$ cat config.mk
export PLATFORM = sky130hd
export DESIGN_NAME = hello_message_field_parser_unit
export DESIGN_NICKNAME = d
export VERILOG_FILES = /design/src/sv/hmfp_pkg.sv /design/src/sv/hmfp_in_stage.sv /design/src/sv/hmfp_parser.sv /design/src/sv/hmfp_out_stage.sv /design/src/sv/hello_message_field_parser_unit.sv
export SDC_FILE = /design/constraint.sdc
export NUM_CORES = 1
export LEC_CHECK = 0
export ABC_AREA = 1
export BUFFER_PORTS_ARGS = -buffer_cell sky130_fd_sc_hd__buf_2
export CAP_MARGIN = 10
export CORE_ASPECT_RATIO = 0.6
export CORE_MARGIN = 2
export CORE_UTILIZATION = 55
export DETAILED_ROUTE_END_ITERATION = 6
export GPL_TIMING_DRIVEN = 0
export PLACE_DENSITY_LB_ADDON = 0.3
export SLEW_MARGIN = 20
export SYNTH_ARGS = -nofsm -noshare
export SYNTH_HDL_FRONTEND = slang
export SYNTH_SLANG_ARGS = --single-unit
$ cat constraint.sdc
create_clock -name clk_i -period 2.95 [get_ports clk_i]
set_input_delay 0.4425 -clock clk_i [delete_from_list [all_inputs] [get_ports clk_i]]
set_output_delay 0.4425 -clock clk_i [all_outputs]
set_load 0.005 [all_outputs]
$ cat src/sv/hmfp_pkg.sv
package hmfp_pkg;

  // fixed field sizes of a hello message
  localparam int unsigned VERSION_BYTES = 2;
  localparam int unsigned RANDOM_BYTES  = 32;
  localparam int unsigned CHOSEN_SUITE_BYTES = 2;

  // configuration port
  localparam int unsigned ADDR_W = 3;
  localparam int unsigned DATA_W = 32;
  localparam logic [ADDR_W-3:0] REG_HELLO_KIND = 1'b0;

  // hello kinds
  localparam logic KIND_CLIENT = 1'b0;
  localparam logic KIND_SERVER = 1'b1;

  // field being parsed, also the tag given to each byte
  typedef enum logic [3:0] {
    PH_VERSION    = 4'd0,
    PH_RANDOM     = 4'd1,
    PH_SIDLEN     = 4'd2,
    PH_SID        = 4'd3,
    PH_SUITELEN   = 4'd4,
    PH_SUITES     = 4'd5,
    PH_CHOSEN     = 4'd6,
    PH_COMPLEN    = 4'd7,
    PH_COMPS      = 4'd8,
    PH_CHOSENCOMP = 4'd9,
    PH_EXTLEN     = 4'd10,
    PH_EXT        = 4'd11,
    PH_TRAIL      = 4'd12
  } phase_e;

  typedef struct packed {
    logic [7:0] data_byte;
    logic       last_byte;
  } in_req_t;

  typedef struct packed {
    logic [3:0]  field_tag;
    logic [7:0]  byte_out;
    logic [15:0] offset_in_field;
    logic        field_last;
    logic [14:0] suite_count;
    logic        extensions_present;
    logic        truncated;
  } out_rsp_t;

  // held request between the input register and the parser
  typedef struct packed {
    logic    valid;
    in_req_t req;
  } stage_t;

endpackage

$ cat src/sv/hmfp_in_stage.sv
module hmfp_in_stage (
  input  logic             clk_i,
  input  logic             rst_ni,
  input  logic             in_valid_i,
  output logic             in_ready_o,
  input  hmfp_pkg::in_req_t in_req_i,
  input  logic             advance_i,
  output hmfp_pkg::stage_t stage_o
);
  import hmfp_pkg::*;

  logic    valid_q;
  in_req_t req_q;

  // free when empty or when the held request moves on this cycle
  assign in_ready_o = !valid_q || advance_i;

  // valid flag
  always_ff @(posedge clk_i or negedge rst_ni) begin
    if (!rst_ni) begin
      valid_q <= 1'b0;
    end else if (in_ready_o) begin
      valid_q <= in_valid_i;
    end
  end

  // payload
  always_ff @(posedge clk_i) begin
    if (in_ready_o && in_valid_i) begin
      req_q <= in_req_i;
    end
  end

  assign stage_o.valid = valid_q;
  assign stage_o.req   = req_q;

endmodule

$ cat src/sv/hmfp_parser.sv
module hmfp_parser (
  input  logic               clk_i,
  input  logic               rst_ni,
  input  logic               fire_i,
  input  hmfp_pkg::in_req_t  req_i,
  input  logic               hello_kind_i,
  output hmfp_pkg::out_rsp_t rsp_o
);
  import hmfp_pkg::*;

  phase_e      phase_q, phase_d;
  logic [15:0] cnt_q, cnt_d;
  logic [15:0] flen_q, flen_d;
  logic [7:0]  lhi_q, lhi_d;
  logic [14:0] scnt_q, scnt_d;
  logic        ext_q, ext_d;

  logic [7:0]  b;
  logic        last;
  logic [16:0] cnt_inc;
  logic        reach_len;
  logic [15:0] len16;
  phase_e      after_sid;
  phase_e      tag;
  phase_e      next;
  logic        done;
  logic        is_trail;
  logic        complete;
  logic        len_second;
  logic [14:0] scnt_now;

  assign b          = req_i.data_byte;
  assign last       = req_i.last_byte;
  assign cnt_inc    = {1'b0, cnt_q} + 17'd1;
  assign reach_len  = cnt_inc >= {1'b0, flen_q};
  assign len16      = {lhi_q, b};
  assign after_sid  = (hello_kind_i == KIND_SERVER) ? PH_CHOSEN : PH_SUITELEN;
  assign len_second = cnt_q != 16'd0;

  // field decode: tag, completion and following field
  always_comb begin
    tag  = phase_q;
    next = phase_q;
    done = 1'b0;
    unique case (phase_q)
      PH_VERSION: begin
        done = cnt_inc >= 17'(VERSION_BYTES);
        next = PH_RANDOM;
      end
      PH_RANDOM: begin
        done = cnt_inc >= 17'(RANDOM_BYTES);
        next = PH_SIDLEN;
      end
      PH_SIDLEN: begin
        done = 1'b1;
        next = (b != 8'd0) ? PH_SID : after_sid;
      end
      PH_SID: begin
        done = reach_len;
        next = after_sid;
      end
      PH_SUITELEN: begin
        done = len_second;
        next = (len16 != 16'd0) ? PH_SUITES : PH_COMPLEN;
      end
      PH_SUITES: begin
        done = reach_len;
        next = PH_COMPLEN;
      end
      PH_CHOSEN: begin
        done = cnt_inc >= 17'(CHOSEN_SUITE_BYTES);
        next = PH_CHOSENCOMP;
      end
      PH_COMPLEN: begin
        done = 1'b1;
        next = (b != 8'd0) ? PH_COMPS : PH_EXTLEN;
      end
      PH_COMPS: begin
        done = reach_len;
        next = PH_EXTLEN;
      end
      PH_CHOSENCOMP: begin
        done = 1'b1;
        next = PH_EXTLEN;
      end
      PH_EXTLEN: begin
        done = len_second;
        next = (len16 != 16'd0) ? PH_EXT : PH_TRAIL;
      end
      PH_EXT: begin
        done = reach_len;
        next = PH_TRAIL;
      end
      default: begin
        tag  = PH_TRAIL;
        done = last;
        next = PH_TRAIL;
      end
    endcase
  end

  assign is_trail = tag == PH_TRAIL;
  assign complete = is_trail || (done && (next == PH_EXTLEN || next == PH_TRAIL));

  // suite count including an update made by this byte
  assign scnt_now = (phase_q == PH_SUITELEN && len_second) ? len16[15:1] : scnt_q;

  // result fields
  always_comb begin
    rsp_o.field_tag          = tag;
    rsp_o.byte_out           = b;
    rsp_o.offset_in_field    = cnt_q;
    rsp_o.field_last         = done;
    rsp_o.suite_count        = (hello_kind_i == KIND_SERVER) ? 15'd0 : scnt_now;
    rsp_o.extensions_present = ext_q || (phase_q == PH_EXTLEN);
    rsp_o.truncated          = last && !complete;
  end

  // next parser state
  always_comb begin
    phase_d = phase_q;
    cnt_d   = cnt_q;
    flen_d  = flen_q;
    lhi_d   = lhi_q;
    scnt_d  = scnt_now;
    ext_d   = ext_q;
    // captured lengths
    unique case (phase_q)
      PH_SIDLEN, PH_COMPLEN: flen_d = {8'd0, b};
      PH_SUITELEN: begin
        if (len_second) begin
          flen_d = len16;
        end else begin
          lhi_d = b;
        end
      end
      PH_EXTLEN: begin
        ext_d = 1'b1;
        if (len_second) begin
          flen_d = len16;
        end else begin
          lhi_d = b;
        end
      end
      default: ;
    endcase
    // phase and byte position
    priority if (is_trail) begin
      phase_d = PH_TRAIL;
      cnt_d   = (cnt_q != 16'hFFFF) ? cnt_inc[15:0] : cnt_q;
    end else if (done) begin
      phase_d = next;
      cnt_d   = 16'd0;
    end else begin
      cnt_d = cnt_inc[15:0];
    end
    // message end starts over
    if (last) begin
      phase_d = PH_VERSION;
      cnt_d   = 16'd0;
      flen_d  = 16'd0;
      lhi_d   = 8'd0;
      scnt_d  = 15'd0;
      ext_d   = 1'b0;
    end
  end

  // state registers
  always_ff @(posedge clk_i or negedge rst_ni) begin
    if (!rst_ni) begin
      phase_q <= PH_VERSION;
      cnt_q   <= 16'd0;
      flen_q  <= 16'd0;
      lhi_q   <= 8'd0;
      scnt_q  <= 15'd0;
      ext_q   <= 1'b0;
    end else if (fire_i) begin
      phase_q <= phase_d;
      cnt_q   <= cnt_d;
      flen_q  <= flen_d;
      lhi_q   <= lhi_d;
      scnt_q  <= scnt_d;
      ext_q   <= ext_d;
    end
  end

endmodule

$ cat src/sv/hmfp_out_stage.sv
module hmfp_out_stage (
  input  logic               clk_i,
  input  logic               rst_ni,
  input  logic               valid_i,
  input  hmfp_pkg::out_rsp_t rsp_i,
  output logic               advance_o,
  output logic               out_valid_o,
  input  logic               out_ready_i,
  output hmfp_pkg::out_rsp_t out_rsp_o
);
  import hmfp_pkg::*;

  logic     valid_q;
  out_rsp_t rsp_q;

  // result register can take a new result when empty or being drained
  assign advance_o = !valid_q || out_ready_i;

  always_ff @(posedge clk_i or negedge rst_ni) begin
    if (!rst_ni) begin
      valid_q <= 1'b0;
    end else if (advance_o) begin
      valid_q <= valid_i;
    end
  end

  always_ff @(posedge clk_i) begin
    if (advance_o && valid_i) begin
      rsp_q <= rsp_i;
    end
  end

  assign out_valid_o = valid_q;
  assign out_rsp_o   = rsp_q;

endmodule

$ cat src/sv/hello_message_field_parser_unit.sv
// Hello message field parser: tags each byte of a client or server hello body
// with the field it belongs to.
// Input channel: in_valid_i / in_ready_o carry one request per byte
// (in_req_i: data byte and a last-byte mark). Output channel: out_valid_o /
// out_ready_i carry one result per byte (out_rsp_o: field tag, byte, offset in
// field, field end, suite count, extensions seen, truncation flag).
// Configuration: APB-style register hello_kind at address 0 (0 client,
// 1 server); write it only while no bytes are in flight.
// Path: an input register, combinational field decode and a result register;
// a result is offered once the result register has taken it.
// Throughput: one byte per cycle, sustained as long as results are taken.
// Stall: when out_ready_i is low the result register holds; the input
// register takes one more byte only if it was empty; once it holds a byte,
// in_ready_o is low until the result drains. Nothing is dropped or repeated.
// Reset: clears both valid flags, hello_kind to client, and the parser to
// the version field. After a byte marked last the parser restarts at the
// version field for the next message.
module hello_message_field_parser_unit (
  input  logic                                 clk_i,
  input  logic                                 rst_ni,
  // configuration port
  input  logic                                 psel,
  input  logic                                 penable,
  input  logic                                 pwrite,
  input  logic [hmfp_pkg::ADDR_W-1:0]          paddr,
  input  logic [hmfp_pkg::DATA_W-1:0]          pwdata,
  output logic [hmfp_pkg::DATA_W-1:0]          prdata,
  output logic                                 pready,
  // byte input
  input  logic                                 in_valid_i,
  output logic                                 in_ready_o,
  input  hmfp_pkg::in_req_t                    in_req_i,
  // tagged byte output
  output logic                                 out_valid_o,
  input  logic                                 out_ready_i,
  output hmfp_pkg::out_rsp_t                   out_rsp_o
);
  import hmfp_pkg::*;

  logic     hello_kind_q;
  logic     reg_sel;
  stage_t   stage;
  logic     advance;
  logic     fire;
  out_rsp_t rsp;

  // register decode by word index
  assign reg_sel = paddr[ADDR_W-1:2] == REG_HELLO_KIND;
  assign pready  = 1'b1;
  assign prdata  = reg_sel ? {{(DATA_W-1){1'b0}}, hello_kind_q} : '0;

  always_ff @(posedge clk_i or negedge rst_ni) begin
    if (!rst_ni) begin
      hello_kind_q <= KIND_CLIENT;
    end else if (psel && penable && pwrite && reg_sel) begin
      hello_kind_q <= pwdata[0];
    end
  end

  // input register
  hmfp_in_stage u_in_stage (
    .clk_i      (clk_i),
    .rst_ni     (rst_ni),
    .in_valid_i (in_valid_i),
    .in_ready_o (in_ready_o),
    .in_req_i   (in_req_i),
    .advance_i  (advance),
    .stage_o    (stage)
  );

  assign fire = stage.valid && advance;

  // field decode and parser state
  hmfp_parser u_parser (
    .clk_i        (clk_i),
    .rst_ni       (rst_ni),
    .fire_i       (fire),
    .req_i        (stage.req),
    .hello_kind_i (hello_kind_q),
    .rsp_o        (rsp)
  );

  // result register
  hmfp_out_stage u_out_stage (
    .clk_i       (clk_i),
    .rst_ni      (rst_ni),
    .valid_i     (stage.valid),
    .rsp_i       (rsp),
    .advance_o   (advance),
    .out_valid_o (out_valid_o),
    .out_ready_i (out_ready_i),
    .out_rsp_o   (out_rsp_o)
  );

endmodule
* Word-level counts from Yosys, hierarchy flattened *
Index checks and enable logic that the tools add are counted.

word-level totals
  bits in latches = 0
  bits in read-only memories = 0
  word-level logic and storage cells = 103
  output and inout bits = 81
  RAM bits = 0
  memories kept = 0
  register bits after elaboration = 118
  bits of input ports = 51

cells by class
  div/mod/pow operators = 0
  magnitude comparators = 3
  add/sub/neg operators = 1
  mux-type cells = 26
  shifts and indexed selects = 0
  equal/unequal tests = 18
  $mul = 0
  reductions and logical operators = 36
  bitwise operators = 1

operators with widths
  operator                                                            number
  2-to-1 mux 16 bit                                                   6
  one-hot mux 4 bit (10 select lines)                                 1
  one-hot mux 16 bit (2 select lines)                                 1
  nonzero test 16 bit                                                 2
  2-to-1 mux 15 bit                                                   2
  equality test 4 bit, second input constant                          7
  2-to-1 mux 8 bit                                                    3
  2-to-1 mux 4 bit                                                    5
  adder 16 x 1 -> 17 bit, second input constant                       1
  greater-or-equal comparator 17 x 16 -> 1 bit                        1
  greater-or-equal comparator 17 x 2 -> 1 bit, second input constant  1
  greater-or-equal comparator 17 x 6 -> 1 bit, second input constant  1
  equality test 4 x 3 -> 1 bit, second input constant                 4
  inequality test 16 bit, second input constant                       1
  OR reduction 12 bit                                                 1
  equality test 4 x 2 -> 1 bit, second input constant                 2
  logical AND 1 bit                                                   8
  nonzero test 8 bit                                                  1
  OR reduction 2 bit                                                  4
  2-to-1 mux 2 bit                                                    3
  AND reduction 2 bit                                                 3
  AND reduction 3 bit                                                 2
  nonzero test 3 bit                                                  2
  logical OR 1 bit                                                    5
  13 further kinds                                                    18

* Longest topological paths before layout *
  word-level depth = 9
  gate-level depth with buffers = 24
  depth with buffers taken out = 23

* By module *
Synthesis repeated with hierarchy kept, for this count alone.

unflattened totals
  cells, all modules = 688
  area, all modules = 6152.2 um^2

by module, submodules not included
  module                           area an instance (um^2)  times used  cells each  seq. area each (um^2)
  hmfp_parser                      4081.4                   1           573         1501.4
  hmfp_out_stage                   1426.4                   1           52          1406.3
  hmfp_in_stage                    322.8                    1           16          295.3
  hello_message_field_parser_unit  321.6                    1           47          25.0

* Least setup slack after synthesis *
No wires, ideal clock.

  kind = input-to-reg
  start point = input port out_ready_i
  end point = register u_out_stage.rsp_q (netlist bit u_out_stage.out_rsp_o[0]), enable pin
  required time = 2522 ps
  data arrival time = 2288 ps
  library setup time = 428 ps
  buffers on the path = 1
  stages on the path = 5
  setup slack = 234 ps
  cells stage by stage = inv_1 -> nand2_1 -> nand2_1 -> clkinv_1 -> clkbuf_1

on the way
  cells in the longest elaborated chain, start to end = 2

ends and longest elaborated chain
  element               line                                   source
  start, declared       hello_message_field_parser_unit.sv:35  input logic out_ready_i,
  logical OR 1 bit      hmfp_out_stage.sv:17                   assign advance_o = !valid_q || out_ready_i;
  logical AND 1 bit     --
  named net fire        hello_message_field_parser_unit.sv:44  logic fire;
  end signal, assigned  hmfp_out_stage.sv:29                   rsp_q <= rsp_i;
  end, declared         hmfp_out_stage.sv:14                   out_rsp_t rsp_q;

The timed path passes the listed nets, and every way through them passes these cells.
A chain may end at the register's enable or synchronous reset.

* Worst setup path after layout *
  start point = register u_parser.cnt_q[1]
  end point = register u_parser.cnt_q[4]

on the way
  cells in the longest elaborated chain, start to end = 6
  elaborated cells between the ends (all ways) = 13
  classes of those cells = add/sub (1); order compare (3); eq/ne (2); mux (5); reduce/logical (2)

ends and longest elaborated chain
  element                                                                     line                source
  start, declared                                                             hmfp_parser.sv:12   logic [15:0] cnt_q, cnt_d;
  start signal, assigned                                                      hmfp_parser.sv:179  cnt_q <= cnt_d;
  adder 16 x 1 -> 17 bit                                                      hmfp_parser.sv:34   assign cnt_inc = {1'b0, cnt_q} + 17'd1;
  greater-or-equal comparator 17 x 16 -> 1 bit, or another cell as far along  hmfp_parser.sv:35   assign reach_len = cnt_inc >= {1'b0, flen_q};
  one-hot mux 1 bit (5 select lines)                                          hmfp_parser.sv:45   unique case (phase_q)
  2-to-1 mux 16 bit                                                           hmfp_parser.sv:151  end else if (done) begin
  2-to-1 mux 16 bit                                                           hmfp_parser.sv:148  priority if (is_trail) begin
  2-to-1 mux 16 bit                                                           hmfp_parser.sv:158  if (last) begin

Parallel ways exist; a longest one is shown, timed or not. The select of a mux whose other input is x is not followed.

==> flow_summary_export.csv <==
group,metric,value,unit
status,status,"finished with violations",
status,failing_checks,"setup timing",
global_route,initial_antenna_violation_count,0,
yosys,yosys.cell_types.count,37,
yosys,syn-instance-count,667,
die,chipWidth,138,um
yosys,synth_simple_gate_area_share,0.195,
worst_setup_path,number_of_cells_on_the_worst_reg_to_reg_path,24,
worst_setup_path,critPathMaxFanout,5,
drt,route.antenna.remaining_nets,0,
sta,max_freq,0.333,GHz
finish,drive_gt1_frac,0.249,
yosys,synth-seq-cells,118,
yosys,synth_top_cell_by_area,"edfxtp_1",
yosys,dominantRegCellSynth,"dfrtp_1",
global_route,overall_overflow_remaining_after_global_route,0,
yosys,yosysWarnings,0,
clocking,cts_buffers,17,
sta,worst_pin_slew,0.835,ns
drt,wl_met2,6.28,mm
hold_path,hold_start,"in_req_i[4]",
sta,clock_skew,0.0148,ns
global_route,pin_count_of_the_biggest_net_entering_global_routing,56,
worst_setup_path,critical_path.max_stage_delay,0.41,ns
die,initial_core_util,0.562,
sta,period_share,1.02,
clocking,number_of_h_tree_branching_levels,4,
worst_setup_path,critical-path-top-cell-by-count,"nand2_1",
worst_setup_path,worstReg2RegEnd,"u_parser.cnt_q[4]",
die,coreArea,10500,sq um
worst_setup_path,startpoint_class,"flop",
finish,finalNetCount,865,
yosys,netlist_top_cells_area,"edfxtp_1 (28%), dfrtp_1 (27%), nand2_1 (8.8%)",
finish,areaGrowthSynthToFinish,26.2,%
sta,final_period_minus_worst_setup_slack,3.00,ns
placement,routabilityCongestion,0.968,
yosys,synth_top_cells_by_count,"nand2_1 (138), inv_1 (108), nor2_1 (71)",
drt,total_wire_length_after_detailed_routing,15.1,mm
placement,placement.setup.worst_slack,-0.283,ns
global_route,first_pass_grt_wire_length,22.9,mm
worst_setup_path,worstReg2RegStart,"u_parser.cnt_q[1]",
clocking,clk_path_buf_depth,2,
drt,dr_total_vias,5110,
sta,slew_viols_final,0,
power_and_ir_drop,power.ir.vdd_worst,0.000492,V
worst_setup_path,cp_data_required_time,3.29,ns
power_and_ir_drop,overall_power,5.45,mW
drt,routedWlPerCell,15.9,um
yosys,synth-async-reset-ratio,0.534,
worst_setup_path,criticalPathCategory,"flop to flop",
clocking,clock-root-buffer,"clkbuf_16",
clocking,tritoncts,"built",
hold_path,holdPathEnd,"u_in_stage.stage_o[4]",
sta,grt_setup_unrepaired,"true",
sta,relSlewSlack,0.441,
finish,antennaDiodeCount,0,
worst_setup_path,crit_path_start,"u_parser.cnt_q[1]",
drt,drc,0,
drt,met3_length,1.92,mm
drt,met1_length,6.73,mm
power_and_ir_drop,powerDensity,730,nW/um^2
yosys,synth-compound-area-share,0.0922,
drt,viasPerCell,5.38,
drt,dr.first_iter.drc_count,480,
sta,final-setup-viol-count,7,
yosys,synth_area,5910,sq um
worst_setup_path,worstPathArrival,3.34,ns
placement,io_buffer_count,66,
hold_path,hold_class,"primary input to flop",
global_route,via_count_of_the_first_global_routing_pass,4589,
worst_setup_path,worst_setup_path_end_kind,"flop",
finish,final_cells,950,
drt,first_pass_iters,6,
clocking,clk-insertion-delay-late,0.43,ns
die,ios,132,
global_route,groute.usage.overall,0.263,
clocking,clkSinkCount,118,
die,floorplan.rows,29,
yosys,yosys.area_share.xor_xnor,0.00825,
placement,dp_hpwl,10.3,mm
worst_setup_path,r2r_setup_slack,-0.05,ns
sta,setup_slack,-0.0489,ns
yosys,muxShareOfSynthArea,0.00190,
hold_path,worstHoldPathCells,1,
yosys,yosysMostFrequentCell,"nand2_1",
drt,top_signal_layer_used,"met4",
worst_setup_path,critPathSlowestCell,"dfrtp_1",
yosys,dominant_combinational_cell_family_by_area_after_synthesis,"simple AND/OR/NAND/NOR gates",
yosys,synth_top_area_frac,0.279,
yosys,yosys.area_share.adder,0.0338,
sta,hold_violations_final,0,
worst_setup_path,path_cells,"ha_4 > nand2_4 > nor2_4 > xor2_2 > inv_2 > ha_4 > nand2_4 > inv_2 > nand2_1 > nand2_1 > nand2_1 > nand3_2 > nand2_1 > nand3_1 > nand2_1 > nand2_1 > nand2_1 > nand2_2 > nand2_2 > nand2_4 > nor2_4 > buf_6 > nand2_1 > o21ai_1",
power_and_ir_drop,power.static_leakage,3.65,nW
clocking,clkSlewWorstSetupHoldPaths,0.06,ns
placement,numPlacedInstances,903,
yosys,number_of_synthesized_flops_with_an_enable_pin,55,
die,dieArea,11600,sq um
die,die_h,84.3,um
run,max-cap-violations,0,
yosys,yosysSeqAreaShare,0.546,
yosys,synth_area_per_cell,8.87,sq um
## routing by layer
metal  vias up  track usage
li1       2381            -
met1      2385        0.404
met2       322        0.355
met3        22       0.0876
met4         0       0.0761
met5         -            0
## power breakdown
group	switching [mW]	leakage, nW	internal [mW]	total (mW)
Sequential	0.0988	1.39	1.96	2.06
Combinational	0.899	1.99	0.506	1.40
Clock	0.808	0.275	1.17	1.98
Total	1.81	3.65	3.64	5.45
## metrics by stage
stage | instance area [sq um] | utilization | TNS [ns] | hold WS, ns
6_report | 7460 | 0.709 | -0.156 | 0.186
4_1_cts | 7180 | 0.682 | 0 | 0.181
2_1_floorplan | 6030 | - | 0 | 0.147
3_5_place_dp | 6570 | 0.624 | -4.11 | 0.353
5_1_grt | 7460 | 0.709 | -2.36 | 0.178
3_3_place_gp | 6530 | 0.621 | -40.67 | 0.458
## area by class of cell
class                      instances  area (sq um)
inverter                         110           415
clock inverter                    15           144
clock buffer                      17           425
timing repair buffer              82           487
fill                             771          3060
buffer                            48           313
tap                              139           174
sequential                       118          3240
multi-input combinational        421          2270
## how the worst max path moves through the flow
stage                                            to
after detailed placement          u_parser.cnt_q[5]
after global routing              u_parser.cnt_q[4]
after floorplan            u_out_stage.out_rsp_o[0]
after global placement    u_out_stage.out_rsp_o[21]
final                             u_parser.cnt_q[4]
after CTS                         u_parser.cnt_q[5]
## sequential cells by signal, summed over array words and instances, names as in the netlist
name                     count
u_out_stage.out_rsp_o       46
u_parser.scnt_q             15
hello_kind_q                 1
u_out_stage.out_valid_o      1
u_parser.ext_q               1
u_parser.phase_q             4
u_parser.flen_q             16
u_in_stage.valid_q           1
u_in_stage.stage_o           9
u_parser.cnt_q              16
u_parser.lhi_q               8
## cell usage in the layout, fill, tap and decap left out, types with 6 or more instances in the layout
master and n:
a21oi_1 10, buf_2 66, buf_4 44, clkbuf_1 12, clkbuf_16 17, conb_1 32
dfrtp_1 56, dfrtp_2 7, edfxtp_1 55, ha_1 12, inv_1 105, inv_6 6
nand2_1 128, nand2_2 9, nand3_1 28, nand4_1 13, nor2_1 66, nor2_2 6
nor2_4 6, o21ai_0 39, o21ai_1 9, o22ai_1 25
## worst max-delay path: cells and delay by family (launching register included)
kind	cells	cell delay (ns)
AO/OA/AOI/OAI	1	0.11
flip-flops	1	0.41
XOR/XNOR	1	0.18
AND/OR/NAND/NOR	17	1.50
buffers and inverters	3	0.30
adder cells (fa/ha/maj)	2	0.40
## cells by family (layout without fill, tap and decap cells)
family	Yosys count	count (layout)
other	2	32
flip-flops	118	118
multiplexers	1	1
AO/OA/AOI/OAI	97	97
buffers and inverters	158	272
adder cells (fa/ha/maj)	16	16
XOR/XNOR	4	4
AND/OR/NAND/NOR	271	271
## repair_timing
| action | in CTS | in global routing |
|---|---|---|
| hold buffers | 1 | 0 |
| gates cloned | 0 | 1 |
| resized for setup | 4 | 51 |
| endpoints found under the hold margin | 18 | 0 |
| setup buffers | 3 | 10 |
| endpoints found under the setup margin | 22 | 22 |
| pin swaps | 1 | 15 |
Power figures use the tool's default switching activity.
